File: src/rtl/jstc_pkg.sv
// ----------------------------------------------------------------------------
// jstc_pkg
// Shared types and constants for the JSON scalar token classifier.
// ----------------------------------------------------------------------------
`default_nettype none

package jstc_pkg;

  // Recognizer states, one-hot
  typedef enum logic [17:0] {
    ST_START       = 18'h00001,
    ST_NEED_DIGIT  = 18'h00002,
    ST_INT_PART    = 18'h00004,
    ST_AFTER_POINT = 18'h00008,
    ST_FRAC_PART   = 18'h00010,
    ST_EXP_PART    = 18'h00020,
    ST_F_A         = 18'h00040,
    ST_F_L         = 18'h00080,
    ST_F_S         = 18'h00100,
    ST_F_E         = 18'h00200,
    ST_T_R         = 18'h00400,
    ST_T_U         = 18'h00800,
    ST_T_E         = 18'h01000,
    ST_N_U         = 18'h02000,
    ST_N_L1        = 18'h04000,
    ST_N_L2        = 18'h08000,
    ST_TRAIL_WS    = 18'h10000,
    ST_FAILED      = 18'h20000
  } state_t;

  // Token kinds reported on value_kind
  typedef enum logic [2:0] {
    KIND_UNDEF = 3'd0,
    KIND_NULL  = 3'd1,
    KIND_BOOL  = 3'd2,
    KIND_SINT  = 3'd3,
    KIND_UINT  = 3'd4,
    KIND_FLOAT = 3'd5
  } kind_t;

  // Recognizer position after one character
  typedef struct packed {
    state_t state;
    kind_t  kind;
  } step_t;

  localparam logic [7:0] LOWER_BIT = 8'h20;
  localparam logic [7:0] CH_MINUS  = 8'h2d;
  localparam logic [7:0] CH_POINT  = 8'h2e;
  localparam logic [7:0] CH_ZERO   = 8'h30;
  localparam logic [7:0] CH_NINE   = 8'h39;
  localparam logic [7:0] CH_SPACE  = 8'h20;
  localparam logic [7:0] CH_TAB    = 8'h09;
  localparam logic [7:0] CH_LF     = 8'h0a;
  localparam logic [7:0] CH_CR     = 8'h0d;
  localparam logic [7:0] CH_LOW_A  = 8'h61;
  localparam logic [7:0] CH_LOW_E  = 8'h65;
  localparam logic [7:0] CH_LOW_F  = 8'h66;
  localparam logic [7:0] CH_LOW_L  = 8'h6c;
  localparam logic [7:0] CH_LOW_N  = 8'h6e;
  localparam logic [7:0] CH_LOW_R  = 8'h72;
  localparam logic [7:0] CH_LOW_S  = 8'h73;
  localparam logic [7:0] CH_LOW_T  = 8'h74;
  localparam logic [7:0] CH_LOW_U  = 8'h75;

endpackage

`default_nettype wire

File: src/rtl/jstc_in_if.sv
// ----------------------------------------------------------------------------
// jstc_in_if
// Character request channel: one token byte and a last-byte flag.
// ----------------------------------------------------------------------------
`default_nettype none

interface jstc_in_if;
  logic       valid;
  logic       ready;
  logic [7:0] char_code;
  logic       is_last;

  modport source (output valid, output char_code, output is_last, input ready);
  modport sink   (input valid, input char_code, input is_last, output ready);
endinterface

`default_nettype wire

File: src/rtl/jstc_out_if.sv
// ----------------------------------------------------------------------------
// jstc_out_if
// Result request channel: the kind of one classified token.
// ----------------------------------------------------------------------------
`default_nettype none

interface jstc_out_if;
  logic       valid;
  logic       ready;
  logic [2:0] value_kind;

  modport source (output valid, output value_kind, input ready);
  modport sink   (input valid, input value_kind, output ready);
endinterface

`default_nettype wire

File: src/rtl/jstc_step.sv
// ----------------------------------------------------------------------------
// jstc_step
// Next-state logic of the token recognizer for one character.
// ----------------------------------------------------------------------------
`default_nettype none

module jstc_step (
  input  var jstc_pkg::state_t state,
  input  var jstc_pkg::kind_t  kind,
  input  var logic [7:0]       char_code,
  output var jstc_pkg::step_t  nxt
);
  import jstc_pkg::*;

  function automatic state_t word_step(logic [7:0] c, logic [7:0] want, state_t hit);
    return ((c | LOWER_BIT) == want) ? hit : ST_FAILED;
  endfunction

  logic       is_digit;
  logic       is_ws;
  logic [7:0] folded;
  state_t     n;
  kind_t      k;

  assign is_digit = (char_code >= CH_ZERO) && (char_code <= CH_NINE);
  assign is_ws    = (char_code == CH_SPACE) || (char_code == CH_TAB) ||
                    (char_code == CH_LF) || (char_code == CH_CR);
  assign folded   = char_code | LOWER_BIT;

  always_comb begin
    n = ST_FAILED;
    k = kind;
    unique case (state)
      ST_START: begin
        n = ST_START;
        if (char_code == CH_MINUS) begin
          k = KIND_SINT;
          n = ST_NEED_DIGIT;
        end else if (is_digit) begin
          k = KIND_UINT;
          n = ST_INT_PART;
        end else if (folded == CH_LOW_F) begin
          n = ST_F_A;
        end else if (folded == CH_LOW_N) begin
          n = ST_N_U;
        end else if (folded == CH_LOW_T) begin
          n = ST_T_R;
        end
      end
      ST_NEED_DIGIT: begin
        if (is_digit) n = ST_INT_PART;
      end
      ST_INT_PART: begin
        if (is_digit) begin
          n = ST_INT_PART;
        end else if (char_code == CH_POINT) begin
          k = KIND_FLOAT;
          n = ST_AFTER_POINT;
        end else if (char_code == CH_LOW_E) begin
          n = ST_EXP_PART;
        end else if (is_ws) begin
          n = ST_TRAIL_WS;
        end
      end
      ST_AFTER_POINT: begin
        if (is_digit) n = ST_FRAC_PART;
      end
      ST_FRAC_PART: begin
        if (is_digit) begin
          n = ST_FRAC_PART;
        end else if (char_code == CH_LOW_E) begin
          n = ST_EXP_PART;
        end else if (is_ws) begin
          n = ST_TRAIL_WS;
        end
      end
      ST_EXP_PART: begin
        if (is_digit) begin
          n = ST_EXP_PART;
        end else if (is_ws) begin
          n = ST_TRAIL_WS;
        end
      end
      ST_F_A: n = word_step(char_code, CH_LOW_A, ST_F_L);
      ST_F_L: n = word_step(char_code, CH_LOW_L, ST_F_S);
      ST_F_S: n = word_step(char_code, CH_LOW_S, ST_F_E);
      ST_F_E: begin
        n = word_step(char_code, CH_LOW_E, ST_TRAIL_WS);
        if (n == ST_TRAIL_WS) k = KIND_BOOL;
      end
      ST_T_R: n = word_step(char_code, CH_LOW_R, ST_T_U);
      ST_T_U: n = word_step(char_code, CH_LOW_U, ST_T_E);
      ST_T_E: begin
        n = word_step(char_code, CH_LOW_E, ST_TRAIL_WS);
        if (n == ST_TRAIL_WS) k = KIND_BOOL;
      end
      ST_N_U:  n = word_step(char_code, CH_LOW_U, ST_N_L1);
      ST_N_L1: n = word_step(char_code, CH_LOW_L, ST_N_L2);
      ST_N_L2: begin
        n = word_step(char_code, CH_LOW_L, ST_TRAIL_WS);
        if (n == ST_TRAIL_WS) k = KIND_NULL;
      end
      ST_TRAIL_WS: begin
        if (is_ws) n = ST_TRAIL_WS;
      end
      default: n = ST_FAILED;
    endcase
    // a failed token reports undefined
    if (n == ST_FAILED) k = KIND_UNDEF;
    nxt.state = n;
    nxt.kind  = k;
  end

endmodule

`default_nettype wire

File: src/rtl/json_scalar_token_classifier.sv
// A character request is held in the input stage and classified from there
//   into the recognizer state; a last character loads the result register, held until taken.
// Throughput: one character per cycle, set by one recognizer step; a last character stalls behind an untaken result.
// Reset: synchronous, active low; clears both stages and returns the
//   recognizer to its start state with an undefined kind.
// ----------------------------------------------------------------------------
// json_scalar_token_classifier
// Classifies an unquoted JSON scalar token streamed one byte per request.
// ----------------------------------------------------------------------------
`default_nettype none

module json_scalar_token_classifier (
  input  var logic clk,
  input  var logic rst_n,
  jstc_in_if.sink    in_chan,
  jstc_out_if.source out_chan
);
  import jstc_pkg::*;

  // Input stage: holds one character request
  logic       s1_valid_r;
  logic [7:0] s1_char_r;
  logic       s1_last_r;

  // Recognizer position between characters of a token
  state_t     state_r;
  kind_t      kind_r;

  // Result stage
  logic       out_valid_r;
  kind_t      out_kind_r;

  step_t      step;
  logic       s1_fire;
  logic       in_fire;
  logic       out_fire;

  jstc_step u_step (
    .state     (state_r),
    .kind      (kind_r),
    .char_code (s1_char_r),
    .nxt       (step)
  );

  assign out_fire = out_valid_r && out_chan.ready;

  // Advance the held character when it makes no result, or the result slot
  // is free or being drained this cycle.
  assign s1_fire = s1_valid_r && (!s1_last_r || !out_valid_r || out_chan.ready);

  // Take a new character whenever the input stage is empty or moving on.
  assign in_chan.ready = !s1_valid_r || s1_fire;
  assign in_fire       = in_chan.valid && in_chan.ready;

  assign out_chan.valid      = out_valid_r;
  assign out_chan.value_kind = out_kind_r;

  // Input stage
  always_ff @(posedge clk) begin
    if (!rst_n) begin
      s1_valid_r <= 1'b0;
    end else if (in_chan.ready) begin
      s1_valid_r <= in_chan.valid;
    end
  end

  always_ff @(posedge clk) begin
    if (in_fire) begin
      s1_char_r <= in_chan.char_code;
      s1_last_r <= in_chan.is_last;
    end
  end

  // Recognizer state: advance per character, restart after the last one
  always_ff @(posedge clk) begin
    if (!rst_n) begin
      state_r <= ST_START;
      kind_r  <= KIND_UNDEF;
    end else if (s1_fire) begin
      if (s1_last_r) begin
        state_r <= ST_START;
        kind_r  <= KIND_UNDEF;
      end else begin
        state_r <= step.state;
        kind_r  <= step.kind;
      end
    end
  end

  // Result register: load on a last character, drop once taken
  always_ff @(posedge clk) begin
    if (!rst_n) begin
      out_valid_r <= 1'b0;
    end else if (s1_fire && s1_last_r) begin
      out_valid_r <= 1'b1;
    end else if (out_fire) begin
      out_valid_r <= 1'b0;
    end
  end

  always_ff @(posedge clk) begin
    if (s1_fire && s1_last_r) begin
      out_kind_r <= step.kind;
    end
  end

`ifndef NO_ASSERTIONS
  // The recognizer restarts cleanly after each token's last character.
  a_restart: assert property (@(posedge clk) disable iff (!rst_n)
    s1_fire && s1_last_r |=> state_r == ST_START && kind_r == KIND_UNDEF)
    else $error("recognizer did not restart after last character");

  // A failed token carries no kind.
  a_failed_undef: assert property (@(posedge clk) disable iff (!rst_n)
    state_r == ST_FAILED |-> kind_r == KIND_UNDEF)
    else $error("failed state with a defined kind");

  // Ignored leading bytes never record a kind.
  a_start_undef: assert property (@(posedge clk) disable iff (!rst_n)
    state_r == ST_START |-> kind_r == KIND_UNDEF)
    else $error("start state with a defined kind");

  // Exactly one state bit is set.
  a_onehot: assert property (@(posedge clk) disable iff (!rst_n)
    $onehot(state_r))
    else $error("recognizer state not one-hot");

  // A pending result is never overwritten by a later token.
  a_no_overwrite: assert property (@(posedge clk) disable iff (!rst_n)
    out_valid_r && !out_chan.ready |-> !(s1_fire && s1_last_r))
    else $error("result overwritten while pending");
`endif

endmodule

`default_nettype wire

File: src/flat_wrapper.sv
// flat-port wrapper written by rule: the top's interface ports become plain ports
module json_scalar_token_classifier_flat import jstc_pkg::*;
  (clk, rst_n, in_chan_valid, in_chan_char_code, in_chan_is_last, in_chan_ready, out_chan_valid, out_chan_value_kind, out_chan_ready);
  jstc_in_if in_chan_i ();
  jstc_out_if out_chan_i ();
  input  var logic clk;
  input  var logic rst_n;
  input wire logic [$bits(in_chan_i.valid)-1:0] in_chan_valid;
  input wire logic [$bits(in_chan_i.char_code)-1:0] in_chan_char_code;
  input wire logic [$bits(in_chan_i.is_last)-1:0] in_chan_is_last;
  output wire logic [$bits(in_chan_i.ready)-1:0] in_chan_ready;
  output wire logic [$bits(out_chan_i.valid)-1:0] out_chan_valid;
  output wire logic [$bits(out_chan_i.value_kind)-1:0] out_chan_value_kind;
  input wire logic [$bits(out_chan_i.ready)-1:0] out_chan_ready;
  assign in_chan_i.valid = in_chan_valid;
  assign in_chan_i.char_code = in_chan_char_code;
  assign in_chan_i.is_last = in_chan_is_last;
  assign in_chan_ready = in_chan_i.ready;
  assign out_chan_valid = out_chan_i.valid;
  assign out_chan_value_kind = out_chan_i.value_kind;
  assign out_chan_i.ready = out_chan_ready;
  json_scalar_token_classifier u_core (.clk(clk), .rst_n(rst_n), .in_chan(in_chan_i), .out_chan(out_chan_i));
endmodule
File: config.mk
export PLATFORM = sky130hd
export DESIGN_NAME = json_scalar_token_classifier_flat
export DESIGN_NICKNAME = d
export VERILOG_FILES = /design/src/rtl/jstc_pkg.sv /design/src/rtl/jstc_in_if.sv /design/src/rtl/jstc_out_if.sv /design/src/rtl/jstc_step.sv /design/src/rtl/json_scalar_token_classifier.sv /design/src/flat_wrapper.sv
export SDC_FILE = /design/constraint.sdc
export NUM_CORES = 1
export LEC_CHECK = 0
export BUFFER_PORTS_ARGS = -buffer_cell sky130_fd_sc_hd__buf_2
export CAP_MARGIN = 20
export CORE_ASPECT_RATIO = 1.25
export CORE_MARGIN = 2
export CORE_UTILIZATION = 60
export CTS_CLUSTER_SIZE = 14
export DETAILED_ROUTE_END_ITERATION = 12
export GPL_TIMING_DRIVEN = 0
export PLACE_DENSITY = 0.8
export SETUP_SLACK_MARGIN = 0.4
export SYNTH_ARGS = -nofsm -noshare
export SYNTH_HDL_FRONTEND = slang
export SYNTH_SLANG_ARGS = --single-unit
File: constraint.sdc
create_clock -name clk -period 3.2 [get_ports clk]
set_input_delay 0.48 -clock clk [delete_from_list [all_inputs] [get_ports clk]]
set_output_delay 0.48 -clock clk [all_outputs]
set_load 0.05 [all_outputs]
==> metrics.csv <==
metric,value,unit
outcome,"complete, no violations",
synth_top_area_cell,dfxtp_1,
power.density,355.2,nW/µm²
start_util,0.6321,
die_h,72.31,µm
hp-class,primary input to register,
netlist.area_leader.share,0.2056,
cp-end-kind,register,
drive_above_1_share,0.1650,
holdBufCountCts,0,
crit_slowest_cell,or4_4,
io_pins,18,
yosysWarnings,0,
area_growth,11.73,%
nets,309,
grt_max_degree,14,
grt_use_met3,0.04991,
yosysMostFrequentCell,nor2_1,
syn_inst,271,
gp_congestion,0.9828,
ys_types,52,
synth_area_leaders,"dfxtp_1, edfxtp_1, nor2b_1, nor2_1, nor3_1",
die_w,58.65,µm
cts-buffers-inserted,5,
required,3.25,ns
routed_wl,5878,µm
crit_top_cell,or4_4,
period_needed,2.744,ns
path_max_fanout,10,
post_dp_cell_area,2374,µm²
root_buffer,clkbuf_8,
synth.yosys.seq_area_share,0.3665,
async_reset_ff_frac,0,
syn_area,2240,µm²
drtAntennaViolNets,0,
drt-pass1-iter-count,5,
skew,0.006418,ns
worst_setup_path_start_kind,register,
cap_violations,0,
cts_buffer_depth,2,
critical_path_class,register to register,
syn_avg_cell_area,8.264,µm²
rows,24,
syn_nets,284,
yosys-top-cells-count,"nor2_1, dfxtp_1, nor2b_1",
crit_chain,clkbuf_2 -> or3_1 -> clkbuf_1 -> or4_4 -> or4_4 -> o22ai_1 -> nor4_1 -> nand3_4 -> nor2_1,
fmax,0.3645,GHz
period_share,0.8575,
io_buffers,17,
fin_util,0.7062,
n_antenna_cell,0,
grt_overflow,0,
grt_util_met1,0.3961,
antenna_found_initial,0,
dp.final_hpwl,4246,µm
worst_hold_slack,0.3558,ns
synth_edf_count,12,
grt_use_total,0.2953,
route.detailed.drc,0,
slowest_delay,0.48,ns
grt.met2_usage,0.4769,
rsz0062_at_grt,yes,
grt_pass1_vias,1958,
wire_per_inst,17.49,µm
final_max_slew_viol_count,0,
ys_ff_latch,35,
viasPerCell,6.616,
die-area,4241,µm²
grt_pass1_wl,9404,µm
drtIter0Drc,238,
worstSkewPairLatency,0.30,ns
vias,2223,
core_area,3543,µm²
arrival,2.79,ns
cts.sinks,35,
peakVddDrop,0.3455,mV
synth_flop_cell,dfxtp_1,
htree_levels,2,
hold_viol,0,
fin_setup_tns,0,ns
worstMarginPinSlew,0.9072,ns
relSlewSlack,0.3924,
grt.busiest_layer,met2,
power_leakage,0.9363,nW
cts_tree,done,
cts.clk_slew.worst_paths,0.08,ns
setup_viol,0,
stdcell_area,2502,µm²
==> layout by cell type, fill, tap and decap left out, types with 3 or more instances in the layout <==
cell	Yosys	routed
nor2_1	29	27
dfxtp_1	23	23
nor2b_1	22	22
nand2_1	19	19
buf_2	0	19
nor3_1	16	16
nand3_1	13	13
edfxtp_1	12	12
clkbuf_1	16	11
inv_1	9	9
o21ai_0	8	8
nand4_1	7	7
nor3b_1	6	6
a32oi_1	6	6
or4_4	4	5
a22oi_1	5	5
a21oi_1	5	5
clkbuf_8	0	5
and2_1	4	4
xnor2_1	4	4
nor4_1	6	4
a31oi_1	4	4
clkbuf_2	0	3
or4_1	4	3
nand4b_1	3	3
and4b_1	3	3
o211ai_1	3	3
xor2_1	3	3
o31ai_1	3	3
a21boi_0	3	3
==> flip-flops by register name, summed over array words and instances, names as in the netlist <==
name	flops
u_core.state_r	18
u_core.s1_char_r	8
u_core.kind_r	3
u_core.out_chan.value_kind	3
u_core.out_chan.valid	1
u_core.s1_last_r	1
u_core.s1_valid_r	1
==> area by class of cell <==
| type | count | area (µm²) |
|---|---|---|
| repair buffers | 18 | 92.59 |
| clock inverters | 3 | 23.77 |
| plain buffers | 17 | 77.57 |
| flip-flops and latches | 35 | 820.8 |
| well taps | 39 | 48.80 |
| multi-input cells | 210 | 1336 |
| clock buffers | 5 | 68.82 |
| inverters | 9 | 33.78 |
| fillers | 286 | 1041 |
==> per-layer routing <==
metal | share of wire | up-vias | routed length, µm
met4 | 0.033 | 0 | 194
met3 | 0.088 | 20 | 515
met5 | 0 | - | 0
met2 | 0.47 | 128 | 2786
met1 | 0.41 | 1017 | 2382
li1 | - | 1058 | -
==> kinds of logic after synthesis <==
| family | count (synthesis) | share of synthesized area |
|---|---|---|
| buffers and inverters | 26 | 0.04693 |
| and+or+nand+nor | 153 | 0.3989 |
| xor gates and xnor gates | 7 | 0.02737 |
| AOI/OAI and AO/OA | 50 | 0.1603 |
| DFF | 35 | 0.3665 |
==> worst max-delay path: cells and delay by family (launching register included) <==
| kind | cells | cell delay, ns |
|---|---|---|
| buf+inv | 2 | 0.38 |
| flops | 1 | 0.30 |
| compound gates | 1 | 0.18 |
| simple gates | 6 | 1.62 |
==> timing repair <==
item | in CTS | in global routing
setup buffers | 1 | 0
endpoints found under the setup margin | 3 | 8
pin swaps | 1 | 1
resized for setup | 1 | 16
==> worst paths after layout <==
check / depth (start not counted) / slack, ns / startpoint / to
worst max-delay path: 9 / 0.46 / u_core.state_r[7]$_SDFFE_PN0P_ / u_core.out_chan.value_kind[2]$_DFFE_PP_
worst min register to register: 2 / 0.48 / u_core.kind_r[1]$_SDFFE_PN0P_ / u_core.kind_r[1]$_SDFFE_PN0P_
worst min-delay path: 1 / 0.36 / in_chan_char_code[7] / u_core.s1_char_r[7]$_DFFE_PP_
worst max register to register: 9 / 0.46 / u_core.state_r[7]$_SDFFE_PN0P_ / u_core.out_chan.value_kind[2]$_DFFE_PP_
==> report_power, final <==
group          total (mW)  leakage, nW  switching [mW]  internal (mW)
Clock               0.334       0.0408           0.178          0.156
Sequential          0.478        0.305         0.00867          0.469
Combinational      0.0776        0.591          0.0502         0.0274
==> through the flow <==
| stage | setup WS (ns) | total power, mW | std cells |
|---|---|---|---|
| after global placement | 0.3844 | 0.5610 | 327 |
| after floorplan | 0.6070 | 0.5367 | 271 |
| after global routing | 0.3679 | 0.9147 | 336 |
| final | 0.4561 | 0.8890 | 336 |
| after CTS | 0.4143 | 0.8879 | 336 |
| after detailed placement | 0.4054 | 0.5621 | 327 |
Power figures use the tool's default switching activity.
